--- src/rtl/core/lfows_pkg.sv ---
`timescale 1ns / 1ps

package lfows_pkg;

  // field widths
  localparam int IDX_W     = 6;
  localparam int IDX_DEPTH = 1 << IDX_W;
  localparam int LVL_W     = 7;
  localparam int SHAPE_W   = 3;
  localparam int DEC_W     = 16;
  localparam int FRAC_W    = 32;
  localparam int PROD_W    = LVL_W + IDX_W;
  localparam int COS_W     = 16;

  // reciprocal division of products below 2^PROD_W by a constant up to 255
  localparam int RECIP_SHIFT = 21;
  localparam int RECIP_W     = RECIP_SHIFT + 1;

  // register file
  localparam int ADDR_W = 4;
  localparam int DATA_W = 32;
  localparam logic [1:0] REG_SHAPE     = 2'd0;
  localparam logic [1:0] REG_AMPLITUDE = 2'd1;
  localparam logic [1:0] REG_DECAY     = 2'd2;

  localparam logic [SHAPE_W-1:0] SHAPE_RST     = 3'd0;
  localparam logic [LVL_W-1:0]   AMPLITUDE_RST = 7'd127;
  localparam logic [DEC_W-1:0]   DECAY_RST     = 16'd63065;

  // waveform shape codes
  localparam logic [SHAPE_W-1:0] SHAPE_OFF      = 3'd0;
  localparam logic [SHAPE_W-1:0] SHAPE_EXP      = 3'd1;
  localparam logic [SHAPE_W-1:0] SHAPE_INV_EXP  = 3'd2;
  localparam logic [SHAPE_W-1:0] SHAPE_RAMP_UP  = 3'd3;
  localparam logic [SHAPE_W-1:0] SHAPE_RAMP_DN  = 3'd4;
  localparam logic [SHAPE_W-1:0] SHAPE_TRIANGLE = 3'd5;
  localparam logic [SHAPE_W-1:0] SHAPE_SINE     = 3'd6;

  typedef struct packed {
    logic [SHAPE_W-1:0] shape;
    logic [LVL_W-1:0]   amplitude;
    logic [DEC_W-1:0]   decay_factor;
  } cfg_t;

  // partial results of the non-exponential shapes, carried along the chain
  typedef struct packed {
    logic [PROD_W-1:0] x_up;
    logic [PROD_W-1:0] x_tri;
    logic              tri_hi;
    logic [LVL_W-1:0]  sine;
  } side_t;

  // what one exponent cell hands to the next
  typedef struct packed {
    logic [IDX_W-1:0]  n_rest;
    logic              p_one;
    logic [FRAC_W-1:0] p_frac;
    logic [FRAC_W-1:0] base;
    side_t             side;
  } cell_t;

  typedef logic [COS_W-1:0] rom_t [IDX_DEPTH];

endpackage

--- src/rtl/core/lfows_exp_cell.sv ---
`timescale 1ns / 1ps

// one bit of square-and-multiply: p *= base if the bit is set, base = base^2
module lfows_exp_cell (
  input  logic             clk,
  input  logic             rst_n,
  input  logic             vld_i,
  input  lfows_pkg::cell_t cell_i,
  output logic             vld_o,
  output lfows_pkg::cell_t cell_o
);

  logic                      vld_r;
  lfows_pkg::cell_t          cell_r, cell_nxt;
  logic [2*lfows_pkg::FRAC_W-1:0] pb_prod;
  logic [2*lfows_pkg::FRAC_W-1:0] bb_prod;

  assign pb_prod = cell_i.p_frac * cell_i.base;
  assign bb_prod = cell_i.base * cell_i.base;

  // update partial power and square the base
  always_comb begin
    cell_nxt        = cell_i;
    cell_nxt.n_rest = cell_i.n_rest >> 1;
    if (cell_i.n_rest[0]) begin
      cell_nxt.p_one = 1'b0;
      if (cell_i.p_one) begin
        cell_nxt.p_frac = cell_i.base;
      end else begin
        cell_nxt.p_frac = pb_prod[2*lfows_pkg::FRAC_W-1:lfows_pkg::FRAC_W];
      end
    end
    cell_nxt.base = bb_prod[2*lfows_pkg::FRAC_W-1:lfows_pkg::FRAC_W];
  end

  always_ff @(posedge clk) begin
    if (!rst_n) begin
      vld_r <= 1'b0;
    end else begin
      vld_r <= vld_i;
    end
  end

  always_ff @(posedge clk) begin
    cell_r <= cell_nxt;
  end

  assign vld_o  = vld_r;
  assign cell_o = cell_r;

endmodule

--- config.mk ---
export PLATFORM = sky130hd
export DESIGN_NAME = lfows_exp_cell
export DESIGN_NICKNAME = d
export VERILOG_FILES = /design/src/rtl/core/lfows_pkg.sv /design/src/rtl/core/lfows_exp_cell.sv
export SDC_FILE = /design/constraint.sdc
export NUM_CORES = 2
export LEC_CHECK = 0
export BUFFER_PORTS_ARGS = -buffer_cell sky130_fd_sc_hd__buf_2
export CAP_MARGIN = 15
export CORE_ASPECT_RATIO = 0.7
export CORE_MARGIN = 2
export CORE_UTILIZATION = 70
export CTS_CLUSTER_SIZE = 28
export DETAILED_ROUTE_END_ITERATION = 10
export HOLD_SLACK_MARGIN = 0.05
export PLACE_DENSITY = 0.87
export RECOVER_POWER = 50
export SYNTH_ARGS = -nofsm -noshare
export SYNTH_HDL_FRONTEND = slang
export SYNTH_SLANG_ARGS = --single-unit
export TNS_END_PERCENT = 10
--- constraint.sdc ---
create_clock -name clk -period 19.96 [get_ports clk]
set_clock_uncertainty 0.05 [all_clocks]
set_input_delay 2.994 -clock clk [delete_from_list [all_inputs] [get_ports clk]]
set_output_delay 2.994 -clock clk [all_outputs]
set_load 0.005 [all_outputs]
==> results.md <==
* Max Slew Vio Count at 73
* Kind of end point of the critical path: flip-flop
* Post-synth cell types at 76
* Filler instances at approximately 6000
* Cell Area, Synth at 0.0628 mm^2
* CORE AREA at about 0.088 mm^2
* FF+latch count, synth at roughly 110
* Initial core utilization at 71.0%
* Sequential element share of the synthesized area at around 3.3%
* Ys async rst share at 0%
* Site Rows at a little over 90
* DRC at 0
* First-pass GRT wire length at between 200000 and 300000 um
* Root Buffer: clkbuf_16
* Via Count at 46400
* Largest family of logic cells by synthesized area: adder cells
* Failing checks: max-capacitance violations, max-slew violations
* Vias in the first global route at ~52000
* DRT antenna net count at 0
* Hpwl dp at approximately 130000 um
* Slew HR at -120%
* Post-CTS Setup Inserts at 0
* Synth Area per Inst at 9.38 um^2
* CTS HTree Levels at 3
* Synth top area share at ~54%
* CP Data Required Time at between 20000 and 25000 ps
* Routed length per instance at about 22 um
* Cell count after synthesis at ~6700
* Register area at 0.00210 mm^2
* CTS Hold Bufs at 0
* Synth Area in Simple Gates at 14.2%
* Synth Warn # at 0
* # IOs at between 200 and 250
* Final min period at 11840 ps
* GR Util met1 at 50.6%
* CP max FO at between 50 and 60
* Global-route track usage on met2 at 64.1%
* Synth Area in Compound Gates at 3.66%
* Synth area leader: fa_1
* Final setup vio count at 0
* Worst-path clk slew at 110 ps
* Max Buffers Root-to-Sink at 2
* CTS Buf Count at 9
* Proportion of synthesized area in mux cells at less than 1%
* Post-CTS sizing at 0
* EDFF count, synth at 0
* Port buffer count at around 210
* Largest cells by area after synthesis: fa_1, ha_1, inv_1
* Final Hold Fails at 0
* Final period utilization at between 50% and 60%
* Post-synth net total at about 9000
* Worst slew pin tran at roughly 3300 ps
* DIE AREA at 0.0922 mm^2
* Max cap viols at 1
* Multi-input gate area at around 0.053 mm^2
* Worst setup SP type: input pin
* Vias per std cell at around 6.0
* Wirelength, routed at ~170000 um
* GR peak layer: met2
* Share of cells above drive strength 1 at between 3 and 4%
* Unrepaired setup endpoints after global routing: no
* Setup_tns at 0 ps
* XOR/XNOR Fraction of Synth Area at about 1.2%
* First-pass iteration count of the detailed router at 6
* CP arrival at around 12000 ps
* Die height at about 250 um
* GRT Total Usage at roughly two fifths
* End-of-flow core utilization at about three quarters
* GPL Wtd Cong at around 0.96
* Total grt overflow at 0
* Largest net degree at the start of global routing at 73
* Adder-Cell Fraction of Synth Area at between 60 and 70%
* Critical path type: input pin to flip-flop
* Die Wd at 362 um
* CTS sink cnt at around 110
* Met3 usage at between 10% and 20%
* Initial antenna violation count at 7
* CTS tree: done
* Min Hold Slack at approximately 2600 ps
* Fmax at 84.5 MHz
* Initial DRC count at between 4000 and 5000
* Dominant synthesized flop cell: dfxtp_1
* Fin nets at around 9000
* Area Growth Syn to Fin at 2.83%
* Outcome: finished, violations left
* Hold Crit Class: input pin to flip-flop
==> state kept, by name, summed over array words and instances, names as in the netlist <==
name,cells
vld_o,1
cell_o,104
==> cells in the mapped netlist (all sizes together) (3+ instances only) <==
cell        n
a21o       63
or4         3
buf        13
o22ai       3
and3       13
inv      1766
xnor2      55
o21a        9
ha        531
fa       1702
nor2b      26
and4        6
a31o        5
xor2       29
o21bai     10
or3         5
or2         6
o21ai      71
a221o       6
and2      737
a31oi      20
nand2b      6
nand4      20
mux2i      10
a21oi     115
clkbuf    329
nor4        3
o31ai       4
o41ai       3
clkinv      9
o211ai      8
nand3b      3
nor3        7
nand2     781
a211oi      8
nor2      147
o221ai      4
a41oi       3
dfxtp     105
nand3      25
a311oi      3
o2111ai     3
==> placed cells by master (no fill, tap or decap), types with 9 or more instances in the layout <==
cell,n
a21o_1,63
a21oi_1,115
a31oi_1,19
and2_1,736
and3_1,13
buf_2,151
buf_4,46
clkbuf_1,63
clkbuf_16,9
clkinv_1,9
dfxtp_1,105
fa_1,1702
ha_1,531
inv_1,1766
mux2i_1,10
nand2_1,781
nand3_1,25
nand4_1,20
nor2_1,145
nor2b_1,26
o21a_1,9
o21ai_0,63
xnor2_1,55
xor2_1,29
==> final timing paths <==
kind | start | endpoint | slack [ps] | cells after the start
max | cell_i[43] | cell_o[83] | 8120 | 25
min | cell_i[7] | cell_o[7] | 2610 | 1
==> per-stage QoR <==
step / cells / worst slack [ps] / cell area [um^2]
after floorplan: 6696 / 9570 / 62800
after global placement: 7775 / 8200 / 64400
after detailed placement: 7775 / 8080 / 64400
after CTS: 7791 / 8500 / 64700
after global routing: 7791 / 7920 / 64600
final: 7795 / 8120 / 64600
==> cells by family (layout without fill, tap and decap cells) <==
logic type	after synthesis	count (layout)
compound gates	353	353
simple gates	1792	1792
xor+xnor	84	84
other cells	1	5
fa+ha+maj	2233	2233
flops	105	105
mux	11	11
buf+inv	2117	2050
==> layout make-up <==
type / instances / area share, %
antenna: 4 / 0.0155
clock buffer: 10 / 0.354
clock inverter: 6 / 0.0755
inverter: 1775 / 10.3
multi-input combinational: 4474 / 81.7
sequential: 105 / 3.25
tap: 1162 / 2.25
timing repair buffer: 259 / 2.06
==> critical path, stage by stage <==
cell	delay (ps)
buf_2	70
buf_4	710
inv_1	630
nor2_1	290
fa_1	470
fa_1	540
inv_1	60
fa_1	490
fa_1	520
inv_1	80
fa_1	570
fa_1	430
fa_1	550
fa_1	430
ha_1	370
a21o_1	200
a21oi_1	150
nor2b_1	90
or4_1	570
o2111ai_1	560
nand2_1	270
a31oi_1	350
o21ai_0	190
xnor2_1	210
o221ai_1	120
==> per-layer routing <==
layer / vias up / wire length [um]
met2: 3126 / 80700
met1: 23400 / 60200
met5: - / 0
met3: 873 / 22300
met4: 0 / 11100
li1: 19000 / -
Power is not shown: default switching activity piles up to over one toggle a cycle in this logic, so the estimate is an artifact.
