File: config.mk
export PLATFORM = sky130hd
export DESIGN_NAME = lfows_regs
export DESIGN_NICKNAME = d
export VERILOG_FILES = /design/src/rtl/core/lfows_pkg.sv /design/src/rtl/core/lfows_regs.sv
export SDC_FILE = /design/constraint.sdc
export NUM_CORES = 1
export LEC_CHECK = 0
export ABC_CLOCK_PERIOD_IN_PS = 1300
export BUFFER_PORTS_ARGS = -buffer_cell sky130_fd_sc_hd__buf_2
export CORE_ASPECT_RATIO = 1.75
export CORE_MARGIN = 1.5
export CORE_UTILIZATION = 41
export DETAILED_ROUTE_END_ITERATION = 8
export GPL_ROUTABILITY_DRIVEN = 0
export PLACE_DENSITY = 0.91
export SYNTH_ARGS = -nofsm -noshare
export SYNTH_HDL_FRONTEND = slang
export SYNTH_SLANG_ARGS = --single-unit
File: constraint.sdc
create_clock -name clk -period 1.3 [get_ports clk]
set_input_delay 0.065 -clock clk [delete_from_list [all_inputs] [get_ports clk]]
set_output_delay 0.065 -clock clk [all_outputs]
set_load 0.05 [all_outputs]
File: src/rtl/core/lfows_pkg.sv
`timescale 1ns / 1ps

package lfows_pkg;

  // field widths
  localparam int IDX_W     = 6;
  localparam int IDX_DEPTH = 1 << IDX_W;
  localparam int LVL_W     = 7;
  localparam int SHAPE_W   = 3;
  localparam int DEC_W     = 16;
  localparam int FRAC_W    = 32;
  localparam int PROD_W    = LVL_W + IDX_W;
  localparam int COS_W     = 16;

  // reciprocal division of products below 2^PROD_W by a constant up to 255
  localparam int RECIP_SHIFT = 21;
  localparam int RECIP_W     = RECIP_SHIFT + 1;

  // register file
  localparam int ADDR_W = 4;
  localparam int DATA_W = 32;
  localparam logic [1:0] REG_SHAPE     = 2'd0;
  localparam logic [1:0] REG_AMPLITUDE = 2'd1;
  localparam logic [1:0] REG_DECAY     = 2'd2;

  localparam logic [SHAPE_W-1:0] SHAPE_RST     = 3'd0;
  localparam logic [LVL_W-1:0]   AMPLITUDE_RST = 7'd127;
  localparam logic [DEC_W-1:0]   DECAY_RST     = 16'd63065;

  // waveform shape codes
  localparam logic [SHAPE_W-1:0] SHAPE_OFF      = 3'd0;
  localparam logic [SHAPE_W-1:0] SHAPE_EXP      = 3'd1;
  localparam logic [SHAPE_W-1:0] SHAPE_INV_EXP  = 3'd2;
  localparam logic [SHAPE_W-1:0] SHAPE_RAMP_UP  = 3'd3;
  localparam logic [SHAPE_W-1:0] SHAPE_RAMP_DN  = 3'd4;
  localparam logic [SHAPE_W-1:0] SHAPE_TRIANGLE = 3'd5;
  localparam logic [SHAPE_W-1:0] SHAPE_SINE     = 3'd6;

  typedef struct packed {
    logic [SHAPE_W-1:0] shape;
    logic [LVL_W-1:0]   amplitude;
    logic [DEC_W-1:0]   decay_factor;
  } cfg_t;

  // partial results of the non-exponential shapes, carried along the chain
  typedef struct packed {
    logic [PROD_W-1:0] x_up;
    logic [PROD_W-1:0] x_tri;
    logic              tri_hi;
    logic [LVL_W-1:0]  sine;
  } side_t;

  // what one exponent cell hands to the next
  typedef struct packed {
    logic [IDX_W-1:0]  n_rest;
    logic              p_one;
    logic [FRAC_W-1:0] p_frac;
    logic [FRAC_W-1:0] base;
    side_t             side;
  } cell_t;

  typedef logic [COS_W-1:0] rom_t [IDX_DEPTH];

endpackage

File: src/rtl/core/lfows_regs.sv
`timescale 1ns / 1ps

module lfows_regs (
  input  logic                         clk,
  input  logic                         rst_n,
  input  logic                         psel,
  input  logic                         penable,
  input  logic                         pwrite,
  input  logic [lfows_pkg::ADDR_W-1:0] paddr,
  input  logic [lfows_pkg::DATA_W-1:0] pwdata,
  output logic [lfows_pkg::DATA_W-1:0] prdata,
  output logic                         pready,
  output lfows_pkg::cfg_t              cfg
);

  lfows_pkg::cfg_t cfg_r, cfg_nxt;
  logic            wr_en;
  logic [1:0]      reg_idx;

  assign pready  = 1'b1;
  assign wr_en   = psel & penable & pwrite;
  assign reg_idx = paddr[3:2];
  assign cfg     = cfg_r;

  // register write decode
  always_comb begin
    cfg_nxt = cfg_r;
    if (wr_en) begin
      case (reg_idx)
        lfows_pkg::REG_SHAPE:     cfg_nxt.shape        = pwdata[lfows_pkg::SHAPE_W-1:0];
        lfows_pkg::REG_AMPLITUDE: cfg_nxt.amplitude    = pwdata[lfows_pkg::LVL_W-1:0];
        lfows_pkg::REG_DECAY:     cfg_nxt.decay_factor = pwdata[lfows_pkg::DEC_W-1:0];
        default:                  cfg_nxt = cfg_r;
      endcase
    end
  end

  always_ff @(posedge clk) begin
    if (!rst_n) begin
      cfg_r.shape        <= lfows_pkg::SHAPE_RST;
      cfg_r.amplitude    <= lfows_pkg::AMPLITUDE_RST;
      cfg_r.decay_factor <= lfows_pkg::DECAY_RST;
    end else begin
      cfg_r <= cfg_nxt;
    end
  end

  // read mux
  always_comb begin
    case (reg_idx)
      lfows_pkg::REG_SHAPE:
        prdata = {{(lfows_pkg::DATA_W-lfows_pkg::SHAPE_W){1'b0}}, cfg_r.shape};
      lfows_pkg::REG_AMPLITUDE:
        prdata = {{(lfows_pkg::DATA_W-lfows_pkg::LVL_W){1'b0}}, cfg_r.amplitude};
      lfows_pkg::REG_DECAY:
        prdata = {{(lfows_pkg::DATA_W-lfows_pkg::DEC_W){1'b0}}, cfg_r.decay_factor};
      default:
        prdata = '0;
    endcase
  end

endmodule

==> results.txt <==
----------------------------------------------------
[Outcome]
  Run status ... finished clean

[Hold path]
  Worst min-delay path endpoint ... cfg[7]
  Hold Startpoint ... pwdata[7]
  Cell count of the worst hold path ... 3
  Worst hold path class ... in2reg

[Clock network]
  Max H-tree Level ... 1
  Setup fix buffers added after clock tree synthesis ... 0
  CTS root buf ... clkbuf_8
  Largest buffer count on any clock path ... 2
  Number of hold-repair buffers added at the cts stage ... 0
  Clock transition at the registers of the reported paths ... ~0.09 ns
  Resized Gates After CTS ... 0
  Clk Latency, worst-skew pair ... between 0.2 and 0.3 ns
  Number of buffers created by CTS ... 3
  TritonCTS clock tree ... done
  Total number of clock tree sinks ... 26

[STA]
  Portion of the clock cycle consumed by the worst path in the final layout ... 0.9432
  Slack of the critical path ... between 0.07 and 0.08 ns
  Number of slew-limit violations in the final report ... 0
  RSZ-0062 raised after global routing ... false
  Setup clock skew after layout ... 0 ns
  Time the final worst path needs with I/O delays and setup ... 1.226 ns
  Post-Route Setup TNS ... 0 ns
  Highest attainable clock frequency ... 815.5 MHz
  Total of endpoints with negative setup slack in the final report ... 0
  Final count of hold timing violations ... 0

[Yosys]
  Post-synth EDFFs ... 0
  Most frequent cells after synthesis ... dfxtp_1, buf_4, nand2_1, a21oi_1, mux2i_1
  Synthesized flop and latch total ... 26
  Most common cell in the netlist ... dfxtp_1
  Count of cell types in the netlist ... 21
  Most instantiated flip-flop cell in the synthesis netlist ... dfxtp_1
  Main area contributors after synthesis ... dfxtp_1, buf_4, mux2i_1
  Number of warnings reported in the yosys synthesis log ... 0
  Part of the Yosys area used for sequential elements ... 0.3675
  Fraction of synthesized cell area taken by the top area cell type ... 0.3675
  FFs w/ async S/R, synth ... 0
  Post-synth top area cell ... dfxtp_1
  Syn Std Cell Area ... ~1400 µm²
  Gate Count Post-Synth ... between 150 and 200
  Post-synthesis area per instance ... roughly 8.5 µm²

[Drt]
  Vias ... ~1,300
  Vias per inst ... between 4 and 5
  Wire per inst ... 11.22 µm
  Detailed Route WL ... approximately 3000 µm
  Detailed-router iteration count before antenna repair ... 4
  Number of design-rule violations left by the first detailed-router iteration ... 29
  Number of remaining DRC errors ... 0
  Post-route antenna net violation count ... 0

[Floorplanning]
  Width of the die ... roughly 47 µm
  Core Area ... ~3300 µm²
  Number of top-level pins ... 100
  Initial standard-cell utilization of the core ... 0.4256
  Number of placement rows ... 28
  Die Span Y ... 80.75 µm
  Die footprint ... between 3000 and 4000 µm²

[Setup path]
  Kind of capture point of the worst setup path ... output port
  Maximum fanout count along the critical path ... 3
  Worst Reg2Reg Path Length in Cells ... 3
  Required time at the endpoint of the critical path ... between 1 and 1.5 ns
  Capture point of the worst reg-to-reg path ... cfg[0]
  Crit Path Category ... reg2out
  Data arrival, critical path ... roughly 1.2 ns
  Internal reg-to-reg setup slack ... 0.54 ns
  Sort of element at the start of the critical path ... flop
  Reg2reg start ... cfg[0]

[GRT]
  Number of global-route vias before repair ... 1,047
  Pin count of the biggest net entering global routing ... 21
  Total track usage ... 0.1562
  Global-route wire length before repair ... between 4000 and 5000 µm
  Overflow left after global routing ... 0
  Antenna violations before repair ... 0

[Placed design]
  Post-DP HPWL ... around 2400 µm
  Port bufs ... 64
  Cell area after placement ... 1758 µm²
  Worst slack, placed ... about 0.13 ns

[Cells and area]
  Number of inserted filler cells in the final layout ... approximately 340
  Final standard cell utilization of the core ... 0.5447
  Final-stage net count ... 269
  Number of flip-flops in the largest register ... 26
  Fraction of layout instances using a drive strength above 1 ... 0.3877
  Final antenna diode count ... 0
  Post-route standard cell area excluding fillers ... around 1800 µm²
  Synth-to-layout area growth ... 28.00%

[Pwr]
  Leak ... slightly below 0.0009 µW
  Sum of internal, switching and leakage power ... about 1800 µW
  Peak supply drop ... 593.4 µV
  Power density normalized to cell area ... ~990 nW/µm²

[Job]
  Count of max-cap constraint violations ... 0

----------------------------------------------------
[metal layers]
metal / vias up / wire length [µm] / GRT usage
met3: 4 / 217 / 0.02444
met2: 57 / 1595 / 0.2824
li1: 631 / - / -
met4: 0 / 26 / 0.06944
met1: 575 / 1213 / 0.1651
met5: - / 0 / 0
[per-stage QoR]
| stage | hold slack (ns) | std cells |
|---|---|---|
| 2_1_floorplan | 0.2072 | 182 |
| 3_3_place_gp | 0.3061 | 268 |
| 3_5_place_dp | 0.3134 | 268 |
| 4_1_cts | 0.03214 | 272 |
| 5_1_grt | 0.03182 | 272 |
| 6_report | 0.03368 | 272 |
[where the power goes]
group          switching, µW  total, µW  leakage, µW  internal, µW
logic                    356        474     0.000638           118
clock network            242        512    0.0000288           270
registers               8.52        817     0.000211           809
[cell usage in the layout (no fill, tap or decap), drive strengths merged]
| cell | instances |
|---|---|
| and2 | 11 |
| inv | 9 |
| dfxtp | 26 |
| nand3 | 9 |
| buf | 72 |
| a22o | 4 |
| nor2b | 6 |
| nand2 | 19 |
| clkbuf | 4 |
| a21oi | 16 |
| conb | 17 |
| o211ai | 9 |
| o21ai | 3 |
| nor3b | 1 |
| and3 | 1 |
| nand2b | 8 |
| mux2i | 12 |
[cell type report]
class / count / area (µm²) / share of cell area
well taps: 45 / 56.30 / 0.03106
repair buffers: 72 / 405.4 / 0.2236
flip-flops and latches: 26 / 520.5 / 0.2871
multi-input cells: 116 / 742.0 / 0.4092
inverters: 9 / 33.78 / 0.01863
clock buffers: 4 / 55.05 / 0.03037
[worst max-delay path by stage]
stage | cells after the start | end | from | slack (ns)
3_3_place_gp | 5 | prdata[6] | paddr[2] | 0.14
2_1_floorplan | 2 | prdata[1] | cfg[17] | 0.05
4_1_cts | 3 | prdata[2] | cfg[25] | 0.07
3_5_place_dp | 5 | prdata[6] | paddr[2] | 0.13
6_report | 3 | prdata[2] | cfg[25] | 0.07
5_1_grt | 3 | prdata[2] | cfg[25] | 0.01
[worst max-delay path: stages, from the launching register on]
cell	delay [ns]
dfxtp_1	0.37
mux2i_1	0.13
o21ai_4	0.13
buf_2	0.27
[cell families (layout without fill, tap and decap cells)]
logic type	Yosys count	after routing	synth area share
simple gates	55	55	0.2076
buf+inv	40	85	0.1740
compound gates	32	32	0.1608
flops	26	26	0.3675
mux	12	12	0.08481
other cells	2	17	0.005302
Power figures use the tool's default switching activity.
